File: config.mk
export PLATFORM = sky130hd
export DESIGN_NAME = oats_cell
export DESIGN_NICKNAME = d
export VERILOG_FILES = /design/src/oats_pkg.sv /design/src/oats_cell.sv
export SDC_FILE = /design/constraint.sdc
export NUM_CORES = 1
export LEC_CHECK = 0
export BUFFER_PORTS_ARGS = -buffer_cell sky130_fd_sc_hd__buf_4
export CAP_MARGIN = 10
export CORE_ASPECT_RATIO = 1.75
export CORE_MARGIN = 8
export CORE_UTILIZATION = 38
export DETAILED_ROUTE_END_ITERATION = 8
export GPL_TIMING_DRIVEN = 0
export PLACE_DENSITY = 0.9
export SYNTH_ARGS = -nofsm -noshare
export SYNTH_HDL_FRONTEND = slang
export SYNTH_SLANG_ARGS = --single-unit
File: constraint.sdc
create_clock -name clock -period 5.4 [get_ports clock]
set_input_delay 0.81 -clock clock [delete_from_list [all_inputs] [get_ports clock]]
set_output_delay 0.81 -clock clock [all_outputs]
set_load 0.005 [all_outputs]
File: src/oats_pkg.sv
// ----------------------------------------------------------------------------
// oats_pkg
// shared types and constants of the ordered array table with sort
// ----------------------------------------------------------------------------
package oats_pkg;

   localparam int DEF_CAPACITY    = 256;
   localparam int DEF_VALUE_WIDTH = 32;

   // fixed field widths of the request and response items
   localparam int ACTION_W   = 3;
   localparam int IN_VALUE_W = 32;
   localparam int IN_POS_W   = 8;
   localparam int STATUS_W   = 2;
   localparam int FOUND_W    = 8;
   localparam int RD_W       = 32;
   localparam int COUNT_W    = 9;
   localparam int REQ_DATA_W = 48;
   localparam int RSP_DATA_W = 56;

   typedef enum logic [ACTION_W-1:0] {
      ACT_APPEND = 3'd0,
      ACT_INSERT = 3'd1,
      ACT_DELETE = 3'd2,
      ACT_FIND   = 3'd3,
      ACT_READ   = 3'd4,
      ACT_SORT   = 3'd5
   } action_type;

   typedef enum logic [STATUS_W-1:0] {
      STAT_OK      = 2'd0,
      STAT_FULL    = 2'd1,
      STAT_RANGE   = 2'd2,
      STAT_MISSING = 2'd3
   } status_type;

   typedef enum logic [2:0] {
      CELL_HOLD,
      CELL_INSERT,
      CELL_DELETE,
      CELL_ROTATE,
      CELL_SORT
   } cell_op_type;

   typedef struct packed {
      cell_op_type op;
      logic        phase;
   } cell_ctl_type;

   typedef enum logic [1:0] {
      S_IDLE,
      S_SCAN,
      S_SORT,
      S_DONE
   } state_type;

endpackage

File: src/oats_cell.sv
// ----------------------------------------------------------------------------
// oats_cell
// one table entry: shifts with its neighbors, rotates and does odd-even swaps
// ----------------------------------------------------------------------------
module oats_cell #(
   parameter int VALUE_WIDTH = oats_pkg::DEF_VALUE_WIDTH,
   parameter int INDEX       = 0,
   parameter int POS_WIDTH   = 8
) (
   input  logic                   clock,
   input  oats_pkg::cell_ctl_type ctl,
   input  logic [POS_WIDTH-1:0]   pos,
   input  logic [POS_WIDTH-1:0]   right_pos,
   input  logic [VALUE_WIDTH-1:0] value,
   input  logic [VALUE_WIDTH-1:0] left_q,
   input  logic [VALUE_WIDTH-1:0] right_q,
   input  logic                   left_gt,
   output logic [VALUE_WIDTH-1:0] q,
   output logic                   gt
);
   import oats_pkg::*;

   localparam logic [POS_WIDTH-1:0] IDX    = POS_WIDTH'(INDEX);
   localparam logic                 PARITY = 1'(INDEX % 2);

   logic [VALUE_WIDTH-1:0] entry_ff;
   logic [VALUE_WIDTH-1:0] entry_in;
   logic                   lower_act;
   logic                   upper_act;

   assign q  = entry_ff;
   assign gt = $signed(entry_ff) > $signed(right_q);

   // this cell is the low or the high half of a pair compared in this phase
   assign lower_act = (PARITY == ctl.phase) && (IDX >= pos) && (IDX < right_pos);
   assign upper_act = (INDEX != 0) && (PARITY != ctl.phase) && (IDX > pos) &&
                      (IDX <= right_pos);

   always_comb begin
      entry_in = entry_ff;
      unique case (ctl.op)
         CELL_HOLD: begin
            entry_in = entry_ff;
         end
         CELL_INSERT: begin
            if (IDX > pos) begin
               entry_in = left_q;
            end else if (IDX == pos) begin
               entry_in = value;
            end
         end
         CELL_DELETE: begin
            if (IDX >= pos) begin
               entry_in = right_q;
            end
         end
         CELL_ROTATE: begin
            entry_in = right_q;
         end
         CELL_SORT: begin
            if (lower_act && gt) begin
               entry_in = right_q;
            end else if (upper_act && left_gt) begin
               entry_in = left_q;
            end
         end
         default: begin
            entry_in = entry_ff;
         end
      endcase
   end

   always_ff @(posedge clock) begin
      entry_ff <= entry_in;
   end

endmodule

==> metrics.md, run 1 <==
| Metric | Value |
|---|---|
| Number of global-route vias before repair | around 2,400 |
| Largest area contributor in the netlist | edfxtp_1 |
| Main combinational cell family by area after synthesis | adder cells |
| Worst Path Arrival | between 3 and 4 ns |
| Clock Skew | approximately 0.0052 ns |
| Area delta synth->final | 50.3% |
| Multi-input logic area | roughly 1100 um^2 |
| Max rail drop VDD | about 0.18 mV |
| Yosys top cell area share | ~44% |
| CP peak stage delay | 0.40 ns |
| Number of diodes | 0 |
| FF/Latch Area | 961 um^2 |
| Most frequent cells in the layout | buf_4, nand2_1, inv_1 |
| Pleak | 1.58 nW |
| Max FFs per register | 32 |
| DR vias/cell | 4.94 |
| Final hold vios | 0 |
| Crit-path cells | buf_4 > inv_1 > ha_1 > nand4_1 > or3_1 > or2_0 > or3_1 > and4_4 > a211oi_1 > buf_4 |
| FF+latch count, synth | 32 |
| Final hold slack | just under 0.8 ns |
| Tightest Pin Transition | 0.985 ns |
| CTS Hold Bufs | 0 |
| TritonCTS buffer count | 5 |
| Final std cells w/o fill | around 440 |
| DPL Wire Length | ~5800 um |
| Largest net degree at the start of global routing | 18 |
| Slowest cell on crit path | or3_1 |
| Starting density of the core | 39.2% |
| CTS Buffer Depth | 2 |
| Layout cell share with drive strength beyond 1 | a little over a third |
| Initial drt markers | 72 |
| CP required | 4.59 ns |
| Clk slew on worst S/H paths | 0.07 ns |
| I/O pin count | 151 |
| Synth cell types | 33 |
| Total Power | 0.661 mW |
| Synthesis warning total | 0 |
| Tcrit/Tclk final | about 71% |
| Post-synthesis sequential area ratio | 43.9% |
| RSZ-0062 raised after global routing | no |
| H-tree depth | 2 |
| Worst slew margin | 34.4% |
| CORE AREA | around 5600 um^2 |
| Setup ws final | 1.57 ns |
| Pre-CTS setup slack | about 1.4 ns |
| Maxcap violations | 0 |
| Die ar. | 8550 um^2 |
| Row cnt | 36 |
| Global-route wire length before repair | 11,000 um |
| Post-synth ARST share | 0% |
| Mapped Nets | around 380 |
| TNS Setup | 0 ns |
| Die Y-Extent | approximately 120 um |
| Final Cell Area | ~3300 um^2 |
| Die width | 73.4 um |
| Total gr overflow | 0 |
| Max Slew Vio Count | 0 |
| Number of fill cells | 519 |
| CP Capture Type | output port |
| I/O Buffers | between 100 and 150 |
| GRT Resource Usage Total | between 15 and 20% |
| Post-CTS setup buffers | 0 |
| Critical Path Start Type | input port |
| WL final | slightly below 7000 um |
| Crit-path max FO | 4 |
| Post-DP Area | 3210 um^2 |
| Drt pass-1 iters | 4 |
| Post-route ant nets | 0 |
| Commonest non-fill, non-tap cell in the layout | buf_4 |
| CTS tree | built |
| Max Fclk | around 260 MHz |
| Post-cts resize count | 0 |
| Pwr dens | 201 nW/um^2 |
| Residual DRC | 0 |
| Primary FF master, synth | edfxtp_1 |
| Period minus WS final | 3.83 ns |
| Nets@finish | slightly above 500 |
| RD Place Congestion | 0.778 |
| Cells after synthesis | 233 |
| Xor and xnor area share after synthesis | 0% |
| Status | completed |
| Initial antenna violation count | 0 |
| DR WL/cell | approximately 16 um |
| Root buffer cell | clkbuf_8 |
| Clock latency on the worst-skew pair | 0.29 ns |
| Syn_area_per_cell | around 9.4 um^2 |
| Post-Synth Simple-Gate Area | between 10% and 20% |
| Crit path kind | input port to output port |
| Post-synth EDFFs | 32 |
| Post-synthesis compound-gate area fraction | 15.3% |
| Final core occ | about three fifths |
| Post-Syn Area | roughly 2200 um^2 |
| Hold crit path type | input port to flip-flop |
| Final setup violating endpoints | 0 |
| Top post-synthesis cells by area | edfxtp_1, ha_1, nand2_1, inv_1, o21ai_1 |
| Dpl cells | 427 |
| Synth Area in Adders | 18.3% |
| Multiplexer share of the synthesized area | less than 1% |
| Vias | 2,150 |
| Clock sinks | 32 |
final timing paths:
check | start | end | slack, ns | depth (start not counted)
worst min-delay path | value[12] | q[12]$_DFFE_PP_ | 0.79 | 3
worst min register to register | q[2]$_DFFE_PP_ | q[0]$_DFFE_PP_ | 1.33 | 5
worst max-delay path | right_q[31] | gt | 1.57 | 10
worst max register to register | q[31]$_DFFE_PP_ | q[14]$_DFFE_PP_ | 1.94 | 8
report_power, final:
group	switching (mW)	total (mW)	internal [mW]
Sequential	0.00769	0.300	0.292
Combinational	0.0792	0.173	0.0939
Clock	0.0983	0.188	0.0898
Total	0.185	0.661	0.476
per-layer routing:
metal	track usage [%]	vias to the layer above	part of all wire, %
li1	-	1086	-
met5	0	-	0
met3	4.99	9	6.7
met2	32.6	69	57
met4	6.58	0	2.1
met1	15.0	986	35
cell type report:
type                            count  area share, %
Tap cell                           76           2.89
Clock inverter                      3          0.570
Sequential cell                    32           29.2
Clock buffer                        5           2.09
Multi-Input combinational cell    162           33.3
Inverter                           33           3.76
Buffer                              6          0.684
Timing Repair Buffer              118           27.5
cells in the mapped netlist (all sizes together) (2+ instances only):
master,instances
nand2,41
o21ai,34
inv,33
edfxtp,32
ha,32
a21oi,13
nand4,7
clkbuf,6
nor4,5
a21o,3
nand3,3
a31oi,2
and4,2
nor2,2
nor2b,2
o21a,2
or3,2
cells by family (layout without fill, tap and decap cells):
group | after synthesis | in the layout
compound gates | 60 | 60
fa+ha+maj | 32 | 32
buf+inv | 39 | 165
flops | 32 | 32
mux | 2 | 2
simple gates | 68 | 68
worst max-delay path, delay by kind of cell:
kind | cells | cell delay (ns)
buffers and inverters | 3 | 0.29
and+or+nand+nor | 5 | 1.37
adders and majority gates | 1 | 0.32
AOI/OAI and AO/OA | 1 | 0.24
Power figures use the tool's default switching activity.
==> run 2: changes to the inputs <==
Settings changed: ABC_AREA set to 1, CORE_UTILIZATION 38 to 42, PLACE_DENSITY 0.9 to 0.93.
Clock period 5.4 ns to 3.9 ns, I/O delays scaled along.
==> run 2 against run 1 <==
Sequential share of layout area down 0.34 points. Non-clock buffer count is the same. Register-to-register slack worse by 0.76 ns. Global-route usage increased by 0.15 points. Worst hold slack got worse by 0.19 ns. Worst setup slack lost 0.40 ns. Synthesized cell count grew 14%. Sequential cell count did not move.
==> metrics.md, run 2 <==
| Metric | Value |
|---|---|
| Status | completed (unchanged) |
| Mapped Nets | 416 (was 383) |
| RSZ-0062 raised after global routing | no (unchanged) |
| CTS Hold Bufs | 0 (unchanged) |
| Number of global-route vias before repair | 2,408 (was 2,375) |
| Top delay family on crit path | simple AND/OR/NAND/NOR gates (unchanged) |
| Clock sinks | 32 (unchanged) |
| Crit-path cells | buf_4 > inv_1 > ha_1 > a21oi_1 > o21ai_0 > a21oi_1 > nand2_1 > nand2_1 > nand2_1 > nand2_1 > nand4_1 > nand2_1 > buf_16 (was buf_4 > inv_1 > ha_1 > nand4_1 > or3_1 > or2_0 > or3_1 > and4_4 > a211oi_1 > buf_4) |
| Period minus WS final | between 2 and 3 ns |
| Syn_area_per_cell | 8.46 um^2 (was 9.40 um^2) |
| Total gr overflow | 0 (unchanged) |
| Tcrit/Tclk final | a little over two thirds |
| DR WL/cell | 15.5 um (was 15.9 um) |
| WL final | 6940 um (was 6920 um) |
| Crit path kind | input port to flip-flop (was input port to output port) |
| Final std cells w/o fill | 447 (was 435) |
| CORE AREA | 5210 um^2 (was 5590 um^2) |
| Worst slew margin | 42.5% (was 34.4%) |
| Worst Hold Depth | 2 (was 3) |
| R2r worst-path depth | 11 (was 8) |
| Post-route ant nets | 0 (unchanged) |
| Number of diodes | 0 (unchanged) |
| Largest net degree at the start of global routing | 18 (unchanged) |
| Cells after synthesis | 266 (was 233) |
| Stages on the worst setup path | 13 (was 10) |
| Area delta synth->final | 48.1% (was 50.3%) |
| Initial drt markers | 75 (was 72) |
| Starting density of the core | 43.2% (was 39.2%) |
| CTS Buffer Depth | 2 (unchanged) |
| Max FFs per register | 32 (unchanged) |
| Slowest cell on crit path | nand2_1 (was or3_1) |
| Worst Path Arrival | 2.71 ns (was 3.02 ns) |
| TritonCTS buffer count | 5 (unchanged) |
| Row cnt | 35 (was 36) |
| Post-synth ARST share | 0% (unchanged) |
| Post-synth EDFFs | 32 (unchanged) |
| Commonest non-fill, non-tap cell in the layout | buf_4 (unchanged) |
| Nets@finish | 541 (was 508) |
| Post-cts resize count | 0 (unchanged) |
| Post-synth top cells | nor2_1, a21oi_1, inv_1, nand2_1 (was nand2_1, inv_1, edfxtp_1, ha_1, o21ai_1) |
| CP dominant cell by count | nand2_1 |
| CP required | 3.89 ns (was 4.59 ns) |
| Last element of the critical path | q[19]$_DFFE_PP_ (was gt) |
| TNS Setup | 0 ns (unchanged) |
| Final core occ | 63.9% (was 59.0%) |
| Crit-path max FO | 17 (was 4) |
| Clock Skew | 0.00834 ns (was 0.00522 ns) |
| Vias | 2,248 (was 2,150) |
| Bufs and invs on worst path | 3 (unchanged) |
| Start point of the critical path | right_q[15] (was right_q[31]) |
| Max Slew Vio Count | 0 (unchanged) |
| Max rail drop VDD | 0.263 mV (was 0.180 mV) |
| Synth cell types | 20 (was 33) |
| CTS tree | built (unchanged) |
| CP Capture Type | flip-flop (was output port) |
| Post-Syn Area | 2250 um^2 (was 2190 um^2) |
| Maxcap violations | 0 (unchanged) |
| Max Fclk | between 300 and 400 MHz |
| Initial antenna violation count | 0 (unchanged) |
| Yosys top cell area share | 42.7% (was 43.9%) |
| Die width | 71.3 um (was 73.4 um) |
| Pwr dens | 292 nW/um^2 (was 201 nW/um^2) |
| RD Place Congestion | 0.855 (was 0.778) |
| Drt pass-1 iters | 4 (unchanged) |
| FF+latch count, synth | 32 (unchanged) |
| Hold crit path type | input port to flip-flop (unchanged) |
| Die Y-Extent | 113 um (was 116 um) |
| Worst r2r dst | q[19]$_DFFE_PP_ (was q[14]$_DFFE_PP_) |
| Post-synthesis sequential area ratio | 42.7% (was 43.9%) |
| DPL Wire Length | 5860 um (was 5800 um) |
| Residual DRC | 0 (unchanged) |
| Primary FF master, synth | edfxtp_1 (unchanged) |
| Dpl cells | 439 (was 427) |
| CP peak stage delay | 0.64 ns (was 0.40 ns) |
| I/O pin count | 151 (unchanged) |
| Pleak | 1.73 nW (was 1.58 nW) |
| Critical Path Start Type | input port (unchanged) |
| DR vias/cell | 5.03 (was 4.94) |
| Clk slew on worst S/H paths | 0.07 ns (about the same) |
| Tightest Pin Transition | 0.860 ns (was 0.985 ns) |
| R2R setup slack | 1.18 ns (was 1.94 ns) |
| Critical R2R Launch | q[15]$_DFFE_PP_ (was q[31]$_DFFE_PP_) |
| Die ar. | 8050 um^2 (was 8550 um^2) |
| Post-CTS setup buffers | 0 (unchanged) |
| GRT Resource Usage Total | 16.8% (was 16.6%) |
| Global-route wire length before repair | 10,800 um (was 11,000 um) |
| Cell with the most instances after synthesis | nor2_1 (was nand2_1) |
| Top post-synthesis cells by area | edfxtp_1, ha_1, a21oi_1, nor2_1, inv_1 (was edfxtp_1, ha_1, nand2_1, inv_1, o21ai_1) |
| Final setup violating endpoints | 0 (unchanged) |
| Largest area contributor in the netlist | edfxtp_1 (unchanged) |
| Layout cell share with drive strength beyond 1 | 33.9% (was 36.2%) |
| Final hold vios | 0 (unchanged) |
| Synthesis warning total | 0 (unchanged) |
| I/O Buffers | 117 (unchanged) |
| Root buffer cell | clkbuf_8 (unchanged) |
| Clock latency on the worst-skew pair | 0.28 ns (was 0.29 ns) |
| Most frequent cells in the layout | buf_4, nor2_1, a21oi_1 (was buf_4, nand2_1, inv_1) |
| H-tree depth | 2 (unchanged) |
-- run 2: cells by family after synthesis --
family / Yosys count / share of synthesized area [%]
and+or+nand+nor: 101 / 18.0
muxes: 1 / 0.501
buffers and inverters: 49 / 8.84
DFF: 32 / 42.7
AOI/OAI and AO/OA: 51 / 12.1
adders and majority gates: 32 / 17.8
-- run 2: metal layers --
metal | routed length, um | vias to the layer above | track usage, % | part of all wire, %
li1 | - | 1138 | - | -
met1 | 2280 | 1024 | 13.7 | 33
met2 | 4060 | 79 | 34.6 | 59
met3 | 508 | 7 | 5.85 | 7.3
met4 | 91 | 0 | 4.90 | 1.3
met5 | 0 | - | 0 | 0
-- run 2: where the power goes --
group | internal [mW] | total (mW) | switching, mW
Clock | 0.190 | 0.316 | 0.126
Combinational | 0.131 | 0.243 | 0.113
Sequential | 0.405 | 0.415 | 0.0102
Total | 0.725 | 0.974 | 0.249
-- run 2: through the flow --
stage               total power, mW  area, um^2  hold slack, ns  worst slack [ns]
finish                        0.974        3330           0.607              1.18
global route                   1.03        3330           0.614             0.929
CTS                           0.985        3330           0.600              1.15
detailed placement            0.666        3220           0.899             0.867
global placement              0.653        3200           0.887             0.656
floorplan                     0.536        2250           0.805              1.26
-- run 2: cell type report --
type | count | area [um^2]
fillers | 427 | 1880
multi-input cells | 185 | 1090
flip-flops and latches | 32 | 961
repair buffers | 118 | 906
inverters | 43 | 161
clock buffers | 6 | 72.6
well taps | 55 | 68.8
plain buffers | 6 | 37.5
clock inverters | 2 | 35.0
-- run 2: how the worst min path moves through the flow --
stage / from / endpoint / slack [ns]
floorplan: value[0] / q[0]$_DFFE_PP_ / 0.80
global placement: value[0] / q[0]$_DFFE_PP_ / 0.89
detailed placement: value[0] / q[0]$_DFFE_PP_ / 0.90
global route: value[0] / q[0]$_DFFE_PP_ / 0.61
CTS: value[0] / q[0]$_DFFE_PP_ / 0.60
finish: value[0] / q[0]$_DFFE_PP_ / 0.61
